$ cat src/design/sha256_pkg.sv
// Package: SHA-256 types, constants and round functions.
package sha256_pkg;

    typedef struct packed {
        logic [7:0] data_byte;
        logic       has_byte;
        logic       last_byte;
    } sha_in_t;

    typedef struct packed {
        logic [31:0] digest_word;
        logic [2:0]  word_index;
        logic        last_word;
    } sha_out_t;

    // Controller to datapath commands.
    typedef struct packed {
        logic       write_byte;   // store in_byte at fill position
        logic [7:0] in_byte;
        logic       count_byte;   // advance message byte count
        logic       load_len;     // write length field into bytes 56..63
        logic       start;        // load schedule and working vars
        logic       round;        // run one round
        logic       fold;         // add working vars into chain
        logic       reinit;       // start a new message
        logic       shift_out;    // rotate chain for digest output
    } sha_cmd_t;

    typedef struct packed {
        logic [5:0] fill;
        logic [5:0] rnd;
    } sha_stat_t;

    localparam logic [7:0] PadMark  = 8'h80;
    localparam logic [5:0] LenPos   = 6'd56;

    localparam logic [31:0] InitChain [8] = '{
        32'h6a09e667, 32'hbb67ae85, 32'h3c6ef372, 32'ha54ff53a,
        32'h510e527f, 32'h9b05688c, 32'h1f83d9ab, 32'h5be0cd19};

    localparam logic [31:0] RoundConst [64] = '{
        32'h428a2f98,32'h71374491,32'hb5c0fbcf,32'he9b5dba5,32'h3956c25b,32'h59f111f1,
        32'h923f82a4,32'hab1c5ed5,32'hd807aa98,32'h12835b01,32'h243185be,32'h550c7dc3,
        32'h72be5d74,32'h80deb1fe,32'h9bdc06a7,32'hc19bf174,32'he49b69c1,32'hefbe4786,
        32'h0fc19dc6,32'h240ca1cc,32'h2de92c6f,32'h4a7484aa,32'h5cb0a9dc,32'h76f988da,
        32'h983e5152,32'ha831c66d,32'hb00327c8,32'hbf597fc7,32'hc6e00bf3,32'hd5a79147,
        32'h06ca6351,32'h14292967,32'h27b70a85,32'h2e1b2138,32'h4d2c6dfc,32'h53380d13,
        32'h650a7354,32'h766a0abb,32'h81c2c92e,32'h92722c85,32'ha2bfe8a1,32'ha81a664b,
        32'hc24b8b70,32'hc76c51a3,32'hd192e819,32'hd6990624,32'hf40e3585,32'h106aa070,
        32'h19a4c116,32'h1e376c08,32'h2748774c,32'h34b0bcb5,32'h391c0cb3,32'h4ed8aa4a,
        32'h5b9cca4f,32'h682e6ff3,32'h748f82ee,32'h78a5636f,32'h84c87814,32'h8cc70208,
        32'h90befffa,32'ha4506ceb,32'hbef9a3f7,32'hc67178f2};

    function automatic logic [31:0] rotr(input logic [31:0] x, input int n);
        rotr = (x >> n) | (x << (32 - n));
    endfunction

endpackage

$ cat src/design/sha256_datapath.sv
// Datapath: block buffer, schedule window, working variables, chain and byte count.
module sha256_datapath
    import sha256_pkg::*;
(
    input  logic        clk,
    input  logic        rst_n,
    input  sha_cmd_t    cmd,
    output sha_stat_t   stat,
    output logic [31:0] chain_head
);
    // Block buffer kept as sixteen big-endian words; bytes land in their lane.
    logic [31:0] buf_reg [16];
    logic [31:0] w_reg [16];
    logic [31:0] v_reg [8];
    logic [31:0] h_reg [8];
    logic [5:0]  fill_reg, fill_next;
    logic [5:0]  rnd_reg, rnd_next;
    logic [60:0] count_reg, count_next;
    logic [63:0] bits;

    logic [31:0] wv, g0, g1, s1, ch, t1, s0, mj;

    assign bits = {count_reg, 3'b000};

    always_comb
    begin
        g0 = rotr(w_reg[1], 7) ^ rotr(w_reg[1], 18) ^ (w_reg[1] >> 3);
        g1 = rotr(w_reg[14], 17) ^ rotr(w_reg[14], 19) ^ (w_reg[14] >> 10);
        wv = (rnd_reg < 6'd16) ? w_reg[0] : (w_reg[0] + g0 + w_reg[9] + g1);
        s1 = rotr(v_reg[4], 6) ^ rotr(v_reg[4], 11) ^ rotr(v_reg[4], 25);
        ch = (v_reg[4] & v_reg[5]) ^ (~v_reg[4] & v_reg[6]);
        t1 = v_reg[7] + s1 + ch + RoundConst[rnd_reg] + wv;
        s0 = rotr(v_reg[0], 2) ^ rotr(v_reg[0], 13) ^ rotr(v_reg[0], 22);
        mj = (v_reg[0] & v_reg[1]) ^ (v_reg[0] & v_reg[2]) ^ (v_reg[1] & v_reg[2]);
    end

    always_comb
    begin
        fill_next  = fill_reg;
        rnd_next   = rnd_reg;
        count_next = count_reg;
        if (cmd.write_byte)
            fill_next = fill_reg + 6'd1;
        if (cmd.count_byte)
            count_next = count_reg + 61'd1;
        if (cmd.start)
            rnd_next = '0;
        if (cmd.round)
            rnd_next = rnd_reg + 6'd1;
        if (cmd.reinit)
        begin
            fill_next  = '0;
            count_next = '0;
        end
    end

    always_ff @(posedge clk or negedge rst_n)
    begin
        if (!rst_n)
        begin
            fill_reg  <= '0;
            rnd_reg   <= '0;
            count_reg <= '0;
        end
        else
        begin
            fill_reg  <= fill_next;
            rnd_reg   <= rnd_next;
            count_reg <= count_next;
        end
    end

    // Buffer writes; the window rolls so the current word is always at slot 0.
    always_ff @(posedge clk)
    begin
        if (cmd.write_byte)
            buf_reg[fill_reg[5:2]][{~fill_reg[1:0], 3'b000} +: 8] <= cmd.in_byte;
        if (cmd.load_len)
        begin
            buf_reg[14] <= bits[63:32];
            buf_reg[15] <= bits[31:0];
        end
        if (cmd.start)
        begin
            for (int i = 0; i < 16; i++)
                w_reg[i] <= buf_reg[i];
            for (int i = 0; i < 8; i++)
                v_reg[i] <= h_reg[i];
        end
        if (cmd.round)
        begin
            for (int i = 0; i < 15; i++)
                w_reg[i] <= w_reg[i+1];
            w_reg[15] <= wv;
            v_reg[7] <= v_reg[6];
            v_reg[6] <= v_reg[5];
            v_reg[5] <= v_reg[4];
            v_reg[4] <= v_reg[3] + t1;
            v_reg[3] <= v_reg[2];
            v_reg[2] <= v_reg[1];
            v_reg[1] <= v_reg[0];
            v_reg[0] <= t1 + s0 + mj;
        end
    end

    always_ff @(posedge clk or negedge rst_n)
    begin
        if (!rst_n)
            for (int i = 0; i < 8; i++)
                h_reg[i] <= InitChain[i];
        else if (cmd.reinit)
            for (int i = 0; i < 8; i++)
                h_reg[i] <= InitChain[i];
        else if (cmd.fold)
            for (int i = 0; i < 8; i++)
                h_reg[i] <= h_reg[i] + v_reg[i];
        else if (cmd.shift_out)
        begin
            for (int i = 0; i < 7; i++)
                h_reg[i] <= h_reg[i+1];
            h_reg[7] <= h_reg[0];
        end
    end

    assign stat.fill  = fill_reg;
    assign stat.rnd   = rnd_reg;
    assign chain_head = h_reg[0];

endmodule

$ cat src/design/sha256_ctrl.sv
// Controller: sequences byte intake, padding, compression and digest output.
module sha256_ctrl
    import sha256_pkg::*;
(
    input  logic      clk,
    input  logic      rst_n,
    input  logic      in_valid,
    input  sha_in_t   in_data,
    output logic      in_stall,
    input  logic      out_stall,
    output logic      out_valid,
    output logic [2:0] out_index,
    output sha_cmd_t  cmd,
    input  sha_stat_t stat
);
    typedef enum logic [6:0] {
        S_IDLE  = 7'b0000001,
        S_START = 7'b0000010,
        S_ROUND = 7'b0000100,
        S_FOLD  = 7'b0001000,
        S_PAD   = 7'b0010000,
        S_LEN   = 7'b0100000,
        S_OUT   = 7'b1000000
    } state_t;

    state_t     state_reg, state_next;
    logic       fin_reg, fin_next;      // message end pending
    logic       padded_reg, padded_next; // pad mark already written
    logic [2:0] idx_reg, idx_next;
    logic       take;

    assign in_stall  = (state_reg != S_IDLE);
    assign take      = in_valid && (state_reg == S_IDLE);
    assign out_valid = (state_reg == S_OUT);
    assign out_index = idx_reg;

    always_comb
    begin
        state_next  = state_reg;
        fin_next    = fin_reg;
        padded_next = padded_reg;
        idx_next    = idx_reg;
        cmd         = '0;
        cmd.in_byte = in_data.data_byte;
        unique case (state_reg)
            S_IDLE:
            begin
                if (take)
                begin
                    fin_next    = in_data.last_byte;
                    padded_next = 1'b0;
                    if (in_data.has_byte)
                    begin
                        cmd.write_byte = 1'b1;
                        cmd.count_byte = 1'b1;
                        if (stat.fill == 6'd63)
                            state_next = S_START;
                        else if (in_data.last_byte)
                            state_next = S_PAD;
                    end
                    else if (in_data.last_byte)
                        state_next = S_PAD;
                end
            end
            S_START:
            begin
                cmd.start  = 1'b1;
                state_next = S_ROUND;
            end
            S_ROUND:
            begin
                cmd.round = 1'b1;
                if (stat.rnd == 6'd63)
                    state_next = S_FOLD;
            end
            S_FOLD:
            begin
                cmd.fold = 1'b1;
                if (!fin_reg)
                    state_next = S_IDLE;
                else if (padded_reg && idx_reg == 3'd1)
                    state_next = S_OUT;
                else
                    state_next = S_PAD;
                idx_next = '0;
            end
            S_PAD:
            begin
                // Write pad mark, then zeros up to the length field or block end.
                cmd.write_byte = 1'b1;
                cmd.in_byte    = padded_reg ? 8'h00 : PadMark;
                padded_next    = 1'b1;
                if (stat.fill == 6'd63)
                    state_next = S_START;
                else if (stat.fill == LenPos - 6'd1)
                    state_next = S_LEN;
            end
            S_LEN:
            begin
                cmd.load_len = 1'b1;
                cmd.reinit   = 1'b0;
                idx_next     = 3'd1; // marks the final block
                state_next   = S_START;
            end
            S_OUT:
            begin
                if (!out_stall)
                begin
                    cmd.shift_out = 1'b1;
                    idx_next      = idx_reg + 3'd1;
                    if (idx_reg == 3'd7)
                    begin
                        cmd.shift_out = 1'b0;
                        cmd.reinit    = 1'b1;
                        fin_next      = 1'b0;
                        state_next    = S_IDLE;
                    end
                end
            end
            default: state_next = S_IDLE;
        endcase
    end

    always_ff @(posedge clk or negedge rst_n)
    begin
        if (!rst_n)
        begin
            state_reg  <= S_IDLE;
            fin_reg    <= 1'b0;
            padded_reg <= 1'b0;
            idx_reg    <= '0;
        end
        else
        begin
            state_reg  <= state_next;
            fin_reg    <= fin_next;
            padded_reg <= padded_next;
            idx_reg    <= idx_next;
        end
    end

    // Rounds only run inside a compression.
    assert property (@(posedge clk) disable iff (!rst_n)
        cmd.round |-> (state_reg == S_ROUND))
        else $error("round outside compression");
    // Fold follows the last round.
    assert property (@(posedge clk) disable iff (!rst_n)
        (state_reg == S_ROUND && stat.rnd == 6'd63) |=> (state_reg == S_FOLD))
        else $error("fold did not follow round 63");
    // Digest output starts at word zero.
    assert property (@(posedge clk) disable iff (!rst_n)
        $rose(out_valid) |-> (idx_reg == 3'd0))
        else $error("digest did not start at h0");

endmodule

$ cat src/design/sha256_stream_hasher_unit.sv
// Top level: SHA-256 stream hasher, byte requests in, digest word requests out.
//
// Input channel: one request per message byte (data_byte, has_byte, last_byte).
// A request with last_byte set closes the message; has_byte clear with last_byte
// set hashes what was sent so far (the empty message at a message start).
// Output channel: eight requests per message, h0 first, word_index 0..7,
// last_word set on the eighth.
// Intake: a byte that neither fills a block nor ends the message leaves the
// unit ready for the next. The 64th byte of a block starts a compression: a
// load step, 64 rounds on one shared round unit, then a fold step. Finishing
// pads one byte per cycle up to the length field, then compresses (one or two
// blocks) and presents the digest from the chain registers, one word per cycle
// while out_stall is low.
// in_stall is high whenever a block or digest is in progress. A stall on the
// output holds the current word; nothing is lost.
// Reset loads the initial hash values and clears the byte and fill counts.
module sha256_stream_hasher_unit
    import sha256_pkg::*;
(
    input  logic     clk,
    input  logic     rst_n,
    input  logic     in_valid,
    output logic     in_stall,
    input  sha_in_t  in_data,
    output logic     out_valid,
    input  logic     out_stall,
    output sha_out_t out_data
);
    sha_cmd_t    cmd;
    sha_stat_t   stat;
    logic [31:0] chain_head;
    logic [2:0]  out_index;

    sha256_ctrl u_ctrl (
        .clk       (clk),
        .rst_n     (rst_n),
        .in_valid  (in_valid),
        .in_data   (in_data),
        .in_stall  (in_stall),
        .out_stall (out_stall),
        .out_valid (out_valid),
        .out_index (out_index),
        .cmd       (cmd),
        .stat      (stat)
    );

    sha256_datapath u_dp (
        .clk        (clk),
        .rst_n      (rst_n),
        .cmd        (cmd),
        .stat       (stat),
        .chain_head (chain_head)
    );

    // Chain rotates one word per accepted request, so word 0 is always h[index].
    assign out_data.digest_word = chain_head;
    assign out_data.word_index  = out_index;
    assign out_data.last_word   = (out_index == 3'd7);

endmodule

$ cat config.mk
export PLATFORM = sky130hd
export DESIGN_NAME = sha256_stream_hasher_unit
export DESIGN_NICKNAME = d
export VERILOG_FILES = /design/src/design/sha256_pkg.sv /design/src/design/sha256_datapath.sv /design/src/design/sha256_ctrl.sv /design/src/design/sha256_stream_hasher_unit.sv
export SDC_FILE = /design/constraint.sdc
export NUM_CORES = 2
export LEC_CHECK = 0
export BUFFER_PORTS_ARGS = -buffer_cell sky130_fd_sc_hd__buf_2
export CAP_MARGIN = 20
export CORE_MARGIN = 8
export CORE_UTILIZATION = 58
export DETAILED_ROUTE_END_ITERATION = 7
export GPL_ROUTABILITY_DRIVEN = 1
export PLACE_DENSITY = 0.83
export RECOVER_POWER = 50
export SETUP_SLACK_MARGIN = 0.02
export SYNTH_ARGS = -nofsm -noshare
export SYNTH_HDL_FRONTEND = slang
export SYNTH_SLANG_ARGS = --single-unit
$ cat constraint.sdc
create_clock -name clk -period 18.3 [get_ports clk]
set_input_delay 1.83 -clock clk [delete_from_list [all_inputs] [get_ports clk]]
set_output_delay 1.83 -clock clk [all_outputs]
set_load 0.03 [all_outputs]
==> out/metrics.yaml <==
setup-violations-final: 0
crit_arrival_ns: 13.43
failed_checks: "DRC, capacitance limit, slew limit"
numPortBuffers: 51
synth_edf_count: 1277
vias_per_cell: 6.43
cts_setup_buffers: 0
drt_pass1_iterations: 8
cts.clk_slew.worst_paths_ns: 0.07
pwr-share-comb: 0.587
synth_nets: 10016
fin_skew_ns: 0.0963
hold_buffers: 0
power.leakage_nw: 40.7
r2r-start: "u_ctrl.state_reg[0]"
fill_cells: 12279
setup_tns_ns: 0
ctsResizeCount: 0
rows: 147
area_delta_synth_final_pct: 7.74
drive_gt1_frac: 0.0581
ant_nets: 0
drc: 7
hp-class: "reg2reg"
required_ns: 18.75
grt_antenna_before_repair: 10
pwr_density_cell_nw_per_um2: 210
via_count: 74021
cts_buffers: 167
p_int_mw: 11.6
startpoint: "u_ctrl.state_reg[0]"
drv_slew: 2063
synth-seq-area-share: 0.505
clk_path_buf_depth: 3
mostFrequentLayoutCell: "nand2_1"
routabilityCongestion: 1.04
ys_warn_count: 0
drtIter0Drc: 10501
clkPwrFrac: 0.168
grt_pass1_vias: 70462
grt_pass1_wl_um: 444000
clock-root-buffer: "clkbuf_16"
drt-total-wl_um: 300000
finalCritPeriodShare: 0.709
hold_viol: 0
avgSynthCellArea_sq_um: 9.93
synthDistinctLibCells: 91
cts.sinks: 1621
initial_utilization: 0.582
grt_max_degree: 230
final_cell_mix: "2492 x nand2_1, 1277 x edfxtp_1, 606 x a21oi_1"
syn-instance-count: 9396
rr_endpoint: "u_dp.w_reg[3][2]"
ys_async_sr_fraction: 0.210
relSlewSlack: -5.87
nets: 9818
fin_util: 0.628
h-tree-depth: 4
place_hpwl_um: 208000
core_sq_um: 160000
rsz0062_at_grt: "false"
start_kind: "register"
pwr-share-seq: 0.245
clk_latency_ns: 0.87
tightest_slew_ns: 10.30
reg2regPathDepth: 8
synthesis.area_sq_um: 93300
die-width_um: 417
synth_ff_type: "edfxtp_1"
cap_violations: 31
worstSetupEndpointType: "register"
gr-total-overflow: 0
multi_input_area_sq_um: 42800
die_h_um: 417
grtUsageTotal: 0.334
swShare: 0.451
status: "finished with violations"
regArea_sq_um: 47100
max_freq_mhz: 77.0
die_area_sq_um: 174000
routedWlPerCell_um: 26.1
path_class: "reg2reg"
cts_tree: "done"
p_sw_mw: 9.52
reg2reg_setup_slack_ns: 5.32
ys_seq_elements: 1621
peakVddDrop_v: 0.000444
ios: 52
period_needed_ns: 12.98
cp-endpoint: "u_dp.w_reg[3][2]"
path_max_fanout: 144
-- critical path, stage by stage (launching register included) --
cell        delay, ns
dfstp_1          0.60
nor4_1           0.10
and3_1           0.97
nor2_1           1.46
clkinvlp_2       5.44
buf_4            2.06
buf_12           0.45
buf_4            0.53
buf_4            0.56
-- worst min path at each step --
stage / cells past startpoint / endpoint / slack [ns] / startpoint
after floorplan: 2 / u_dp.buf_reg[15][0] / 0.46 / u_dp.buf_reg[15][0]
after global placement: 2 / u_dp.buf_reg[15][0] / 0.47 / u_dp.buf_reg[15][0]
after detailed placement: 2 / u_dp.buf_reg[15][1] / 0.49 / u_dp.buf_reg[15][1]
after CTS: 2 / u_dp.w_reg[5][25] / 0.45 / u_dp.buf_reg[5][25]
after global routing: 2 / u_dp.w_reg[6][15] / 0.44 / u_dp.w_reg[7][15]
final: 2 / u_dp.w_reg[6][15] / 0.43 / u_dp.w_reg[7][15]
-- area by class of cell --
cell class | count | share of cell area
Multi-Input combinational cell | 6897 | 0.426
Antenna cell | 11 | 0.000274
Clock buffer | 227 | 0.0454
Sequential cell | 1621 | 0.469
Timing Repair Buffer | 150 | 0.00860
Inverter | 361 | 0.0135
Tap cell | 2160 | 0.0269
Clock inverter | 89 | 0.0110
-- power by group through the flow --
stage	clock (mW)	sequential, mW	combinational (mW)
6_report	3.54	5.17	12.4
5_1_grt	3.68	5.19	13.5
4_1_cts	3.54	5.14	12.1
3_5_place_dp	0	5.21	12.0
3_3_place_gp	0	5.19	11.7
2_1_floorplan	0	5.08	9.16
-- synth_stat cells (193+ instances only) --
| cell | instances | area [sq um] |
|---|---|---|
| ha_1 | 411 | 5140 |
| a21o_1 | 193 | 1450 |
| edfxtp_1 | 1277 | 38300 |
| dfrtp_1 | 204 | 5100 |
| nand2_1 | 2494 | 9360 |
| clkbuf_1 | 453 | 1700 |
| xor2_1 | 235 | 2060 |
| nor2_1 | 472 | 1770 |
| o21ai_0 | 519 | 2600 |
| inv_1 | 360 | 1350 |
| xnor2_1 | 389 | 3410 |
| fa_1 | 195 | 3900 |
| a21oi_1 | 606 | 3030 |
-- kinds of logic (layout without fill, tap and decap cells) --
family          count (synthesis)  in the layout  synth area share
xor+xnor                      626            626            0.0590
fa+ha+maj                     624            624            0.0989
flops                        1621           1621             0.505
simple gates                 3610           3610             0.161
buf+inv                       878            827            0.0366
compound gates               1947           1947             0.129
other cells                     0             11                 0
mux                            90             90            0.0107
-- metal layers --
metal	vias up	track usage	wire length, um
met1	35681	0.442	112000
met5	-	0	0
met3	1058	0.0790	35300
met4	0	0.198	21500
met2	5035	0.503	132000
li1	32247	-	-
-- metrics by stage --
stage / area [sq um] / total power, mW / setup slack, ns / hold WS (ns) / instances
finish: 101000 / 21.1 / 5.32 / 0.429 / 11516
global route: 101000 / 22.4 / 4.76 / 0.442 / 11506
CTS: 101000 / 20.8 / 7.32 / 0.446 / 11499
detailed placement: 95100 / 17.2 / 7.40 / 0.486 / 11183
global placement: 95100 / 16.9 / 7.34 / 0.472 / 11182
floorplan: 93300 / 14.2 / 0.946 / 0.456 / 9396
No activity file was read; power rests on OpenSTA's default activity.
